**config.mk**
```make
export PLATFORM = sky130hd
export DESIGN_NAME = napt_ram
export DESIGN_NICKNAME = d
export VERILOG_FILES = /design/src/sv/napt_ram.sv
export SDC_FILE = /design/constraint.sdc
export NUM_CORES = 1
export LEC_CHECK = 0
export BUFFER_PORTS_ARGS = -buffer_cell sky130_fd_sc_hd__buf_4
export CAP_MARGIN = 20
export CORE_UTILIZATION = 50
export DETAILED_ROUTE_END_ITERATION = 6
export PLACE_DENSITY = 0.7
export RECOVER_POWER = 25
export SYNTH_ARGS = -nofsm -noshare
export SYNTH_HDL_FRONTEND = slang
export SYNTH_SLANG_ARGS = --single-unit
```
**constraint.sdc**
```tcl
create_clock -name clk -period 1.57 [get_ports clk]
set_input_delay 0.0785 -clock clk [delete_from_list [all_inputs] [get_ports clk]]
set_output_delay 0.0785 -clock clk [all_outputs]
set_load 0.05 [all_outputs]
```
**src/sv/napt_ram.sv**
```systemverilog
// generic single-write, single-read ram with registered read data
`timescale 1ns / 1ps
module napt_ram #(
    parameter int WIDTH = 8,
    parameter int DEPTH = 16
) (
    input  logic                     clk,
    input  logic                     we,
    input  logic [$clog2(DEPTH)-1:0] waddr,
    input  logic [WIDTH-1:0]         wdata,
    input  logic [$clog2(DEPTH)-1:0] raddr,
    output logic [WIDTH-1:0]         rdata
);

    logic [WIDTH-1:0] mem [DEPTH];

    // write port and registered read port
    always_ff @(posedge clk)
    begin
        if (we)
        begin
            mem[waddr] <= wdata;
        end
        rdata <= mem[raddr];
    end

endmodule

```
==> impl_metrics.py <==
metrics = {
    "timing": {
        "relSlewSlack": 0.553,
        "worst_slew_pin_slew_ns": 0.671,
        "rsz0062_at_grt": "no",
        "layout_min_cycle_time_ns": 1.32,
        "finalHoldViolations": 0,
        "finalClockSkew_ns": 0.00693,
        "finalSetupViolCount": 0,
        "hold-worst-slack_ns": 0.0794,
        "finalCritPeriodShare": 0.842,
        "final.setup.tns_ns": 0,
        "max_freq_ghz": 0.756,
        "slew_violations": 0,
    },
    "finish": {
        "stdcell_area_um2": 6220,
        "n_antenna_cell": 0,
        "layout_commonest_cell": "edfxtp_1",
        "final_cell_mix": "edfxtp_1 (128), buf_4 (34), mux4_2 (18), a22oi_1 (16), clkbuf_16 (16)",
        "drive_gt1_frac": 0.283,
        "final_core_utilization": 0.630,
        "nNetsFinal": 312,
        "area_growth_syn_to_layout_pct": 20.8,
    },
    "global_routing": {
        "antenna_found_initial": 0,
        "grt_pass1_vias": 2528,
        "grt_usage": 0.200,
        "grt_pass1_wl_um": 14300,
        "grt_overflow_total": 0,
        "grt_max_degree": 17,
    },
    "worst_setup_path": {
        "path_delay_family": "multiplexers",
        "worstPathArrival_ns": 1.72,
        "reg2reg_slack_ns": 0.25,
        "setup.worst_path.end": "rdata[1]$_DFF_P_",
        "crit_buf_inv": 0,
        "rr_endpoint": "rdata[1]$_DFF_P_",
        "crit_path_end_kind": "flop",
        "slowest_stage": "mux4_1",
        "startpoint_type": "flop",
        "critPathMaxStageDelay_ns": 0.51,
        "reg2reg_depth": 3,
        "crit_type": "reg -> reg",
        "crit_start": "mem[9][1]$_DFFE_PP_",
        "r2r_start": "mem[9][1]$_DFFE_PP_",
        "cp.depth": 3,
        "cp_cell_sequence": "mux4_1 > a22oi_1 > nand2_1",
        "required_ns": 1.96,
        "crit_fanout": 1,
    },
    "cts": {
        "cts_tree": "yes",
        "clk_pin_slew_ns": 0.06,
        "cts_root_buf": "clkbuf_8",
        "h-tree-depth": 4,
        "cts_inserted_buffers": 17,
        "cts.sinks": 136,
        "post_cts_buffers": 0,
        "cts_resized": 0,
        "clk_latency_ns": 0.51,
        "clockBufferDepth": 2,
    },
    "yosys": {
        "synth_warnings": 0,
        "synth_area_um2": 5150,
        "synth_seq_cells": 136,
        "synthesis.nets": 247,
        "ys_seq_area_frac": 0.778,
        "synth_cell_types": 19,
        "synthCells": 229,
        "syn_avg_cell_area_um2": 22.5,
    },
    "route": {
        "finalWirelength_um": 9270,
        "drc": 0,
        "routedWlPerCell_um": 21.1,
        "drtAntennaViolNets": 0,
        "vias": 2457,
        "vias_per_cell": 5.58,
        "drt_iter0_drc": 132,
        "drtPass1Iterations": 4,
    },
    "die": {
        "coreArea_um2": 9860,
        "initial_utilization": 0.522,
        "ios": 26,
        "die_w_um": 103,
        "row_count": 36,
        "die_h_um": 103,
        "design.die.area_um2": 10700,
    },
    "placement": {
        "dp_hpwl_um": 6270,
        "place_congestion": 0.692,
        "dpl_cell_area_um2": 5640,
        "port_buffers": 25,
    },
    "job": {
        "drv_cap": 0,
    },
    "run_status": {
        "outcome": "finished clean",
    },
    "power": {
        "total_leakage_power_nw": 2.12,
        "ir_drop_uv": 636,
        "p_total_mw": 8.08,
        "p_per_area_nw_per_um2": 1300,
    },
    "hold_path": {
        "worstHoldPathType": "in -> reg",
    },
}
==> worst min-delay path, delay by kind of cell <==
family	cells	cell delay (ns)
and+or+nand+nor	1	0.05
buffers and inverters	2	0.29
==> where the power goes <==
| part | switching (mW) | leakage [nW] | internal, mW |
|---|---|---|---|
| combinational | 0.290 | 0.624 | 0.210 |
| sequential | 0.0284 | 1.22 | 4.06 |
| clock | 1.34 | 0.268 | 2.15 |
==> registers in the layout (all words and copies together), names as in the netlist <==
signal and flops:
mem 128, rdata 8
==> synth_stat cells <==
cell type / instances / area (um^2)
edfxtp_1: 128 / 3840
mux4_2: 18 / 405
a22oi_1: 16 / 120
mux4_1: 14 / 368
nor2_1: 13 / 48.8
nand2_1: 9 / 33.8
dfxtp_1: 8 / 160
nor3_1: 4 / 20.0
buf_2: 3 / 15.0
buf_6: 3 / 33.8
clkdlybuf4s25_2: 3 / 30.0
nand2b_1: 2 / 12.5
nand3b_1: 2 / 15.0
and2_1: 1 / 6.26
and2b_1: 1 / 7.51
buf_4: 1 / 7.51
nand3_1: 1 / 5.00
nor2b_1: 1 / 6.26
or3b_2: 1 / 8.76
==> what timing repair did <==
item,CTS,global route
endpoints found under the setup margin,0,0
hold endpoints to repair,128,0
hold buffers,8,0
==> through the flow <==
stage,cells,setup slack [ns]
floorplan,229,0.225
global placement,400,0.156
detailed placement,400,0.153
CTS,440,0.220
global route,440,0.117
finish,440,0.248
==> cell type report <==
cell class              instances  area [um^2]
flip-flops and latches        136         4000
fillers                       683         3650
multi-input cells              83         1060
clock buffers                  22          453
repair buffers                 56          453
well taps                     133          166
clock inverters                10         77.6
==> kinds of logic (layout without fill, tap and decap cells) <==
logic type | Yosys count | in the layout | share of synthesized area
simple gates | 35 | 35 | 0.0318
mux | 32 | 32 | 0.150
flops | 136 | 136 | 0.778
compound gates | 16 | 16 | 0.0233
buf+inv | 10 | 88 | 0.0168
==> routing by layer <==
metal  up-vias  wire length, um  track usage
met3        11              650       0.0665
met2        87             4870        0.329
met1      1258             3630        0.249
li1       1101                -            -
met5         -                0            0
met4         0              129       0.0715
==> worst min-delay path by stage <==
stage	from	to	cells after the start
floorplan	wdata[0]	mem[0][0]$_DFFE_PP_	0
global placement	wdata[5]	mem[1][5]$_DFFE_PP_	1
detailed placement	wdata[7]	mem[5][7]$_DFFE_PP_	1
CTS	waddr[0]	mem[0][6]$_DFFE_PP_	3
global route	waddr[0]	mem[0][6]$_DFFE_PP_	3
finish	waddr[0]	mem[0][6]$_DFFE_PP_	3
Power figures use the tool's default switching activity.
