$ cat config.mk
export PLATFORM = sky130hd
export DESIGN_NAME = napt_csum_cell
export DESIGN_NICKNAME = d
export VERILOG_FILES = /design/src/sv/napt_pkg.sv /design/src/sv/napt_csum_cell.sv
export SDC_FILE = /design/constraint.sdc
export NUM_CORES = 1
export LEC_CHECK = 0
export BUFFER_PORTS_ARGS = -buffer_cell sky130_fd_sc_hd__buf_2
export CORE_UTILIZATION = 35
export DETAILED_ROUTE_END_ITERATION = 6
export GPL_TIMING_DRIVEN = 0
export SLEW_MARGIN = 30
export SYNTH_ARGS = -nofsm -noshare
export SYNTH_HDL_FRONTEND = slang
export SYNTH_SLANG_ARGS = --single-unit
$ cat constraint.sdc
create_clock -name clk -period 4.6 [get_ports clk]
set_clock_uncertainty 0.2 [all_clocks]
set_input_delay 0.69 -clock clk [delete_from_list [all_inputs] [get_ports clk]]
set_output_delay 0.69 -clock clk [all_outputs]
set_load 0.05 [all_outputs]
$ cat src/sv/napt_pkg.sv
// shared types, codes and constants of the napt translation engine
`timescale 1ns / 1ps
package napt_pkg;

    // default table depths
    localparam int PORT_TABLE_DEPTH_DEF = 1024;
    localparam int ICMP_TABLE_DEPTH_DEF = 1024;

    // number of checksum cells in the chain
    localparam int NUM_CELLS = 9;

    localparam logic [15:0] MASK16 = 16'hffff;
    localparam logic [15:0] GLOBAL_PORT_BASE_RESET = 16'd20000;

    // protocol codes
    localparam logic [1:0] PROTO_TCP  = 2'd0;
    localparam logic [1:0] PROTO_UDP  = 2'd1;
    localparam logic [1:0] PROTO_ICMP = 2'd2;
    localparam logic [1:0] PROTO_NONE = 2'd3;

    // icmp echo types
    localparam logic [7:0] ICMP_ECHO_REQUEST = 8'd8;
    localparam logic [7:0] ICMP_ECHO_REPLY   = 8'd0;

    // status codes
    localparam logic [1:0] STATUS_OK         = 2'd0;
    localparam logic [1:0] STATUS_NOT_ECHO   = 2'd1;
    localparam logic [1:0] STATUS_NO_MAPPING = 2'd2;
    localparam logic [1:0] STATUS_TABLE_FULL = 2'd3;

    // register indexes
    localparam logic REG_OUTSIDE_ADDR     = 1'b0;
    localparam logic REG_GLOBAL_PORT_BASE = 1'b1;

    typedef struct packed {
        logic        direction;
        logic [1:0]  protocol;
        logic [7:0]  icmp_type;
        logic [31:0] src_ip;
        logic [31:0] dst_addr;
        logic [15:0] src_ident;
        logic [15:0] dst_port;
        logic [15:0] l4_checksum;
        logic [63:0] ip_head_front;
        logic [15:0] ip_ttl_protocol;
    } in_word_t;

    typedef struct packed {
        logic [1:0]  status;
        logic [31:0] new_src_addr;
        logic [31:0] new_dst_addr;
        logic [15:0] new_src_port;
        logic [15:0] new_dst_port;
        logic [15:0] new_l4_checksum;
        logic [15:0] new_ip_checksum;
    } out_word_t;

    // one translation table entry
    typedef struct packed {
        logic        valid;
        logic [47:0] local_key;
        logic [31:0] pub_addr;
    } entry_t;

    // running sums of the two checksum lanes
    typedef struct packed {
        logic [15:0] l4;
        logic [15:0] ip;
    } csum_pair_t;

endpackage

$ cat src/sv/napt_csum_cell.sv
// one cell of the ones-complement adder chain, two lanes
`timescale 1ns / 1ps
module napt_csum_cell
    import napt_pkg::*;
(
    input  logic       clk,
    input  csum_pair_t acc_in,
    input  csum_pair_t word,
    output csum_pair_t acc_out
);

    logic [16:0] l4_sum;
    logic [16:0] ip_sum;

    // add with end-around carry
    always_comb
    begin
        l4_sum = {1'b0, acc_in.l4} + {1'b0, word.l4};
        ip_sum = {1'b0, acc_in.ip} + {1'b0, word.ip};
    end

    always_ff @(posedge clk)
    begin
        acc_out.l4 <= l4_sum[15:0] + {15'd0, l4_sum[16]};
        acc_out.ip <= ip_sum[15:0] + {15'd0, ip_sum[16]};
    end

endmodule

==> reports/qor.txt, run 1 <==
asr flop ratio synth - 0%
Die ar. - 8655 um2
top_reg_cell synth - dfxtp_1
RSZ-0062 raised after global routing - no
WL/cell - 12.35 um
nets - 539
Mapped Nets - 436
clock tree sinks - 32
Largest regs - acc_out (32)
Tcrit/Tclk final - 92.29%
synthesized area - 2900 um2
post-route ant nets - 0
post-synthesis mux area share - 0%
first-pass GRT wire length - 10.73 mm
CP endpoint kind - register
Fin. Hold Viols - 0
fmax - 235.6 MHz
clock share of power - 17.8%
CORE AREA - 7888 um2
Synth cell types - 66
Max-cap violations - 0
row count - 32
Synth Register Bits - 32
number of synthesized flops with an enable pin - 0
Comb pwr share - 53.6%
Placed Cells - 531
Sw Pwr - 0.5739 mW
slowest CP cell - fa_1
GR Overflow Total - 0
Die Height - 93.03 um
depth of the CTS H-tree - 2
# setup viols final - 0
Synth Area in Compound Gates - 22.82%
Peak VDD IR - 0.1351 mV
Avg Cell Area, Syn - 8.710 um2
Most Frequent Cell on Critical Path - a21o_1
min cycle time layout - 4.245 ns
Post-DP Area - 3508 um2
status - completed
largest net degree at the start of global routing - 10
Min-Delay Path Class - input pin to register
Ports - 97
commonest non-fill, non-tap cells in the layout - 96 x buf_2, 36 x ha_1, 32 x dfxtp_1
sequential power share - 28.6%
final core occ - 45.76%
Internal - 0.6782 mW
vias in the first global route - 2572
Post-CTS Setup Bufs - 0
clk slew on worst S/H paths - 0.07 ns
root buf cell - clkbuf_8
P per Cell Area - 346.9 nW/um2
Hold WS - 0.5440 ns
most flop-heavy register - acc_out
switching share of power - 45.83%
Die Wd - 93.03 um
Residual DRC - 0
CP cell instances - buf_2, ha_1, inv_1, fa_1, nor2b_1, o311ai_1, a21o_1, o2111ai_1, a21o_1, a21o_1, a21o_1, ha_1, ha_1, nor4b_2, and3_1, and3b_1, nand3_1, nor2_1, xnor2_1
share of post-route cells with drive strength above 1 - 28.83%
TritonRoute pass-1 iters - 4
detailed placement HPWL - 5.598 mm
Worst Tran Pin Value - 0.5262 ns
Critical Path Start Type - input pin
delay of the slowest cell on the worst path - 0.40 ns
max reg flops - 32
most common cell after layout, fill and taps aside - buf_2
initial core utilization - 36.77%
Relative slew margins - 64.68%
Crit Path Category - input pin to register
final non-filler cell total - 539
DR vias - 2760
Post-Synth XOR/XNOR Area - 13.42%
Cells after Synth - 333
final WL - 6.656 mm
via-per-instance ratio - 5.121
Worst EP arrival - 4.25 ns
port bufs - 96
Fill cells - 786
Pleak - 1.688 nW
antenna violations before repair - 0
sequential share of the synthesized area - 22.09%
Required @ worst endpoint - 4.61 ns
CTS buffer count - 5
ant diodes - 0
DR iter-0 viols - 34
YS warnings - 0
GP Congestion - 0.8247
CTS max path bufs - 2
Final Max Slew Viols - 0
largest family of logic cells by synthesized area - compound AO/OA/AOI/OAI gates
design area - 3610 um2
post-synthesis adder-cell area fraction - 16.91%
Max FO, Critical Path - 4
CTS tree - yes
simple-gate share of the synthesized area - 21.79%
gr usage total - 15.36%
Area Overhead vs Synth - 24.46%
-- final cells by class --
cell class / count / area, um2 / area share, %
Tap cell: 102 / 127.6 / 3.536
Inverter: 15 / 56.30 / 1.560
Buffer: 5 / 30.03 / 0.8319
Multi-Input combinational cell: 281 / 2185 / 60.52
Sequential cell: 32 / 640.6 / 17.75
Clock buffer: 8 / 90.09 / 2.496
Timing Repair Buffer: 96 / 480.5 / 13.31
-- critical path, delay by kind of cell --
kind	cells	cell delay, ns
compound gates	6	1.12
xor+xnor	1	0.12
fa+ha+maj	4	0.93
buf+inv	2	0.14
simple gates	6	1.26
-- metal layers --
metal	part of all wire (%)	track usage (%)	vias to the layer above
met5	0	0	-
met4	1.8	5.000	0
met3	3.4	1.951	9
met2	51	29.41	60
met1	44	17.35	1253
li1	-	-	1438
-- kinds of logic after synthesis --
logic type                 count (synthesis)
xor gates and xnor gates                  42
AOI/OAI and AO/OA                         89
and+or+nand+nor                          112
buffers and inverters                     20
adders and majority gates                 38
DFF                                       32
-- power by group through the flow --
stage | Combinational [mW] | Sequential [mW] | Clock, mW
final | 0.671 | 0.358 | 0.222
after global routing | 0.724 | 0.365 | 0.242
after CTS | 0.674 | 0.360 | 0.234
after detailed placement | 0.672 | 0.365 | 0
after global placement | 0.666 | 0.366 | 0
after floorplan | 0.292 | 0.592 | 0
-- through the flow --
| step | setup TNS, ns | setup WS [ns] | total power, mW |
|---|---|---|---|
| finish | 0 | 0.3547 | 1.252 |
| global route | 0 | 0.09180 | 1.331 |
| CTS | 0 | 0.1790 | 1.268 |
| detailed placement | -0.3673 | -0.1203 | 1.038 |
| global placement | -0.1078 | -0.06596 | 1.032 |
| floorplan | 0 | 0.5236 | 0.8840 |
-- synth_stat cells (all sizes together), types with 3 or more instances --
master	n	area, um2
a2111oi	3	45.05
o21a	8	61.31
xnor2	25	219.0
nor3	7	35.03
nor2	19	78.82
a211o	3	26.28
clkbuf	3	11.26
and3	7	45.05
o21ai	13	72.57
dfxtp	32	640.6
nand2	18	67.56
a211oi	7	57.55
a311oi	3	26.28
o311ai	4	35.04
nand3	20	100.1
a21oi	19	102.6
inv	15	56.30
nor3b	4	30.03
o211ai	3	22.52
and2	3	20.02
a21o	11	82.58
nand2b	4	25.02
or2	4	25.03
nor2b	6	37.54
nand4	8	62.56
ha	36	450.4
xor2	16	147.7
a31oi	3	25.02
-- what timing repair did --
action                                  in CTS  in global routing
gates resized for setup                      0                  2
hold buffers                                 0                  0
endpoints found under the setup margin       0                  2
-- path summary, 6_finish.rpt --
path                   start          end  slack (ns)  cells after the start
hold / removal      word[16]  acc_out[16]        0.54                      3
setup / recovery  acc_in[16]  acc_out[30]        0.35                     19
Power figures use the tool's default switching activity.
==> run 2: changes to the inputs <==
--- a/config.mk
+++ b/config.mk
@@ -7,6 +7,7 @@
 export LEC_CHECK = 0
 export BUFFER_PORTS_ARGS = -buffer_cell sky130_fd_sc_hd__buf_2
 export CORE_UTILIZATION = 35
+export CTS_BUF_LIST = sky130_fd_sc_hd__clkbuf_8
 export DETAILED_ROUTE_END_ITERATION = 6
 export GPL_TIMING_DRIVEN = 0
 export SLEW_MARGIN = 30
==> constraint.sdc (replaced) <==
create_clock -name clk -period 3.7 [get_ports clk]
set_clock_uncertainty 0.2 [all_clocks]
set_input_delay 0.555 -clock clk [delete_from_list [all_inputs] [get_ports clk]]
set_output_delay 0.555 -clock clk [all_outputs]
set_load 0.05 [all_outputs]
==> reports/qor.txt, run 2 (synthesis results as in run 1) <==
row count - 32
post-route ant nets - 0
# setup viols final - 0
Pleak - 1.790 nW
Die Wd - 93.03 um
Max FO, Critical Path - 3
Crit Path Category - input pin to register
Residual DRC - 0
Die ar. - 8655 um2
most flop-heavy register - acc_out
Relative slew margins - 61.38%
final core occ - 49.40%
Worst EP arrival - 3.54 ns
WL/cell - 13.01 um
Post-DP Area - 3593 um2
Tcrit/Tclk final - 96.81%
CORE AREA - 7888 um2
antenna violations before repair - 0
TritonRoute pass-1 iters - 4
Max-cap violations - 0
Required @ worst endpoint - 3.66 ns
Hold Startpoint - acc_in[16]
Fill cells - 765
hold path endpoint - acc_out[16]
GR Overflow Total - 0
Worst Tran Pin Value - 0.5774 ns
fmax - 279.2 MHz
detailed placement HPWL - 5.680 mm
initial core utilization - 36.77%
ant diodes - 0
DR iter-0 viols - 42
gr usage total - 16.54%
port bufs - 96
Total Power - 1.633 mW
design area - 3896 um2
Die Height - 93.03 um
root buf cell - clkbuf_8
hold buffers post-CTS - 0
CTS buffer count - 5
Peak VDD IR - 0.1525 mV
Final TNS setup - 0 ns
depth of the CTS H-tree - 2
status - completed
commonest non-fill, non-tap cells in the layout - 94 x buf_2, 32 x dfxtp_1, 30 x ha_1
first-pass GRT wire length - 11.51 mm
share of post-route cells with drive strength above 1 - 37.33%
Critical Path Start Type - input pin
CTS tree - yes
vias in the first global route - 2734
clock tree sinks - 32
Final Max Slew Viols - 0
Hold WS - 0.4062 ns
nets - 553
min cycle time layout - 3.582 ns
via-per-instance ratio - 5.203
clk slew on worst S/H paths - 0.07 ns
most common cell after layout, fill and taps aside - buf_2
max reg flops - 32
DR vias - 2872
CTS max path bufs - 2
CP endpoint kind - register
hold path cells - 3
largest net degree at the start of global routing - 10
final WL - 7.179 mm
Largest regs - acc_out (32)
Ports - 97
P per Cell Area - 419.1 nW/um2
Min-Delay Path Class - input pin to register
Area Overhead vs Synth - 34.34%
GP Congestion - 0.8514
Fin. Hold Viols - 0
run 2: changes by cell type in the layout (fill, tap and decap cells not counted), moves of 3 or more:
cell | before | now
buf_4 | 1 | 17
ha_1 | 36 | 30
clkbuf_1 | 5 | 1
ha_2 | 0 | 3
ha_4 | 0 | 3
run 2: per-layer routing:
layer	track usage [%]	routed length (um)
met3	2.195	268
met1	17.69	3011
met4	5.000	119
met5	0	0
met2	33.03	3779
run 2: worst max-delay path, stage by stage:
cell	delay, ns
buf_6	0.07
ha_4	0.13
inv_2	0.03
fa_2	0.36
nor2b_4	0.15
o311ai_4	0.11
a21o_1	0.24
o2111ai_2	0.20
a21o_1	0.15
a21o_1	0.10
a21o_1	0.18
ha_4	0.17
ha_4	0.13
nor4b_4	0.20
and3_4	0.22
and3b_2	0.22
nand4_1	0.14
xnor2_1	0.18
run 2: metrics by stage:
| step | cells | setup slack [ns] |
|---|---|---|
| finish | 552 | 0.1182 |
| global route | 552 | -0.03479 |
| CTS | 547 | 0.004542 |
| detailed placement | 531 | -0.5934 |
| global placement | 531 | -0.5557 |
| floorplan | 333 | 0.01865 |
run 2: power breakdown:
| part | total, mW | switching [mW] | internal (mW) |
|---|---|---|---|
| Combinational | 0.887 | 0.591 | 0.296 |
| Sequential | 0.446 | 0.0214 | 0.425 |
| Clock | 0.300 | 0.134 | 0.166 |
run 2: cell type report:
class / count / area [um2] / area share [%]
multi-input cells: 281 / 2340 / 60.05
plain buffers: 3 / 22.52 / 0.5780
inverters: 15 / 56.30 / 1.445
clock buffers: 7 / 96.34 / 2.473
repair buffers: 112 / 613.1 / 15.74
well taps: 102 / 127.6 / 3.276
flip-flops and latches: 32 / 640.6 / 16.44
run 2: worst max-delay path by stage:
stage,startpoint,end
after CTS,acc_in[16],acc_out[31]
after floorplan,acc_in[16],acc_out[30]
after detailed placement,acc_in[16],acc_out[31]
after global routing,word[26],acc_out[31]
final,word[16],acc_out[28]
after global placement,acc_in[16],acc_out[31]
run 2: what timing repair did:
action                                  CTS  global route
endpoints found under the setup margin   15            14
pin swaps                                10            14
resized for setup                        11             9
buffers inserted                          9             7
==> run 3: changes to the inputs <==
--- a/config.mk
+++ b/config.mk
@@ -5,11 +5,13 @@
 export SDC_FILE = /design/constraint.sdc
 export NUM_CORES = 1
 export LEC_CHECK = 0
+export ABC_AREA = 1
 export BUFFER_PORTS_ARGS = -buffer_cell sky130_fd_sc_hd__buf_2
-export CORE_UTILIZATION = 35
+export CORE_UTILIZATION = 50
 export CTS_BUF_LIST = sky130_fd_sc_hd__clkbuf_8
 export DETAILED_ROUTE_END_ITERATION = 6
 export GPL_TIMING_DRIVEN = 0
+export PLACE_DENSITY = 0.8
 export SLEW_MARGIN = 30
 export SYNTH_ARGS = -nofsm -noshare
 export SYNTH_HDL_FRONTEND = slang
==> reports/qor.txt, run 3 <==
min cycle time layout - 3.367 ns
Final WS setup - 0.3334 ns
Mapped Nets - 704
Post-DP Area - 4125 um2
Worst EP arrival - 3.34 ns
design area - 4235 um2
GP Congestion - 0.9032
CTS max path bufs - 2
first-pass GRT wire length - 13.96 mm
commonest non-fill, non-tap cells in the layout - 224 x nand2_1, 105 x inv_1, 96 x buf_2
Pleak - 2.564 nW
Die Wd - 85.96 um
YS warnings - 0
root buf cell - clkbuf_8
most common cell after layout, fill and taps aside - nand2_1
final non-filler cell total - 801
post-synth top area share - 23.86%
CP endpoint kind - register
Largest regs - acc_out (32)
share of post-route cells with drive strength above 1 - 19.43%
asr flop ratio synth - 0%
clock tree sinks - 32
Buf+Inv Stages, Crit Path - 2
post-route ant nets - 0
Die ar. - 7389 um2
vias in the first global route - 3521
detailed placement HPWL - 7.218 mm
Area Overhead vs Synth - 20.16%
Critical Path Start Type - input pin
GR Overflow Total - 0
pre-CTS WS - 0.02474 ns
row count - 30
status - completed
via-per-instance ratio - 4.806
WL/cell - 10.26 um
Placed Cells - 793
hold path cells - 3
initial core utilization - 51.88%
CTS buffer count - 5
Worst path top cell family by delay - simple AND/OR/NAND/NOR gates
Synth cell types - 32
Avg Cell Area, Syn - 5.865 um2
Most Frequent Cell on Critical Path - nand2_1
largest area contributor in the netlist - nand2_1
delay of the slowest cell on the worst path - 0.39 ns
Max FO, Critical Path - 6
Synth top cells by count - 224 x nand2_1, 104 x inv_1, 55 x nand3_1
synthesized area - 3525 um2
CP cell instances - buf_2, ha_1, nand2_1, nor2_1, and2_1, nand2_1, nand2_1, a21oi_1, o21bai_1, ha_1, ha_1, inv_1, nor2_1, nand3_2, nor2_1, nand3_1, nor2_2, nand2_2, o21ai_1, nand2_1
Peak VDD IR - 0.1707 mV
DR iter-0 viols - 116
antenna violations before repair - 0
Die Height - 85.96 um
Min-Delay Path Class - input pin to register
Area contributors post-synth - nand2_1 24%, dfxtp_1 18%, ha_1 13%, inv_1 11%, nand3_1 7.8%
CTS tree - yes
Tcrit/Tclk final - 90.99%
Post-CTS Setup Bufs - 0
top_reg_cell synth - dfxtp_1
number of synthesized flops with an enable pin - 0
Critical Path Source - acc_in[9]
CORE AREA - 6794 um2
hold buffers post-CTS - 0
Hold Startpoint - acc_in[0]
port bufs - 96
Fin. Hold Viols - 0
Cells after Synth - 601
gr usage total - 23.30%
Final TNS setup - 0 ns
DR vias - 3850
RSZ-0062 raised after global routing - no
final WL - 8.216 mm
slowest CP cell - ha_1
hold path endpoint - acc_out[0]
Required @ worst endpoint - 3.67 ns
depth of the CTS H-tree - 2
# setup viols final - 0
most flop-heavy register - acc_out
Final Max Slew Viols - 0
Max-cap violations - 0
Synth Register Bits - 32
max reg flops - 32
nets - 807
Residual DRC - 0
largest net degree at the start of global routing - 11
fmax - 297.0 MHz
P per Cell Area - 377.2 nW/um2
Crit Path Category - input pin to register
TritonRoute pass-1 iters - 4
Worst Tran Pin Value - 0.3182 ns
Relative slew margins - 78.71%
clk slew on worst S/H paths - 0.06 ns
ant diodes - 0
most numerous cell in the Yosys netlist - nand2_1
Ports - 97
Fill cells - 673
sequential share of the synthesized area - 18.18%
-- run 3: repair_timing --
item                       4_1_cts  5_1_grt
setup endpoints to repair        0        2
resized for setup                0        1
hold endpoints to repair         0        0
-- run 3: report_power, final --
group	switching, mW	internal (mW)
logic	0.605	0.240
registers	0.0179	0.415
clock network	0.124	0.197
-- run 3: final cells by class --
| cell class | count | area (um2) | share of cell area, % |
|---|---|---|---|
| repair buffers | 96 | 480.5 | 11.34 |
| clock inverters | 3 | 38.79 | 0.9158 |
| multi-input cells | 454 | 2447 | 57.78 |
| flip-flops and latches | 32 | 640.6 | 15.13 |
| inverters | 114 | 427.9 | 10.10 |
| well taps | 96 | 120.1 | 2.836 |
| clock buffers | 5 | 68.82 | 1.625 |
| plain buffers | 1 | 11.26 | 0.2659 |
-- run 3: worst max path at each step --
stage / depth (start not counted) / end / slack, ns
2_1_floorplan: 22 / acc_out[14] / 0.53
3_3_place_gp: 24 / acc_out[14] / 0.08
3_5_place_dp: 24 / acc_out[14] / 0.02
4_1_cts: 24 / acc_out[14] / 0.31
5_1_grt: 20 / acc_out[12] / 0.02
6_report: 20 / acc_out[12] / 0.33
-- run 3: stage by stage --
stage | utilization (%) | hold WS [ns] | power (mW)
CTS | 62.30 | 0.4074 | 1.606
floorplan | - | 0.5855 | 1.088
global placement | 60.72 | 0.6900 | 1.266
global route | 62.34 | 0.4301 | 1.712
finish | 62.34 | 0.4135 | 1.597
detailed placement | 60.72 | 0.7014 | 1.283
-- run 3: logic make-up after synthesis --
logic type,count (synthesis),synth area share [%]
simple gates,372,46.57
buf+inv,115,12.46
fa+ha+maj,38,13.92
flops,32,18.18
compound gates,23,3.443
xor+xnor,21,5.431
-- run 3: layer usage --
metal | vias to the layer above | routed length [um] | GRT usage (%)
li1 | 2061 | - | -
met2 | 77 | 4390 | 47.47
met5 | - | 0 | 0
met1 | 1696 | 3392 | 23.38
met4 | 0 | 197 | 9.091
met3 | 16 | 235 | 3.176
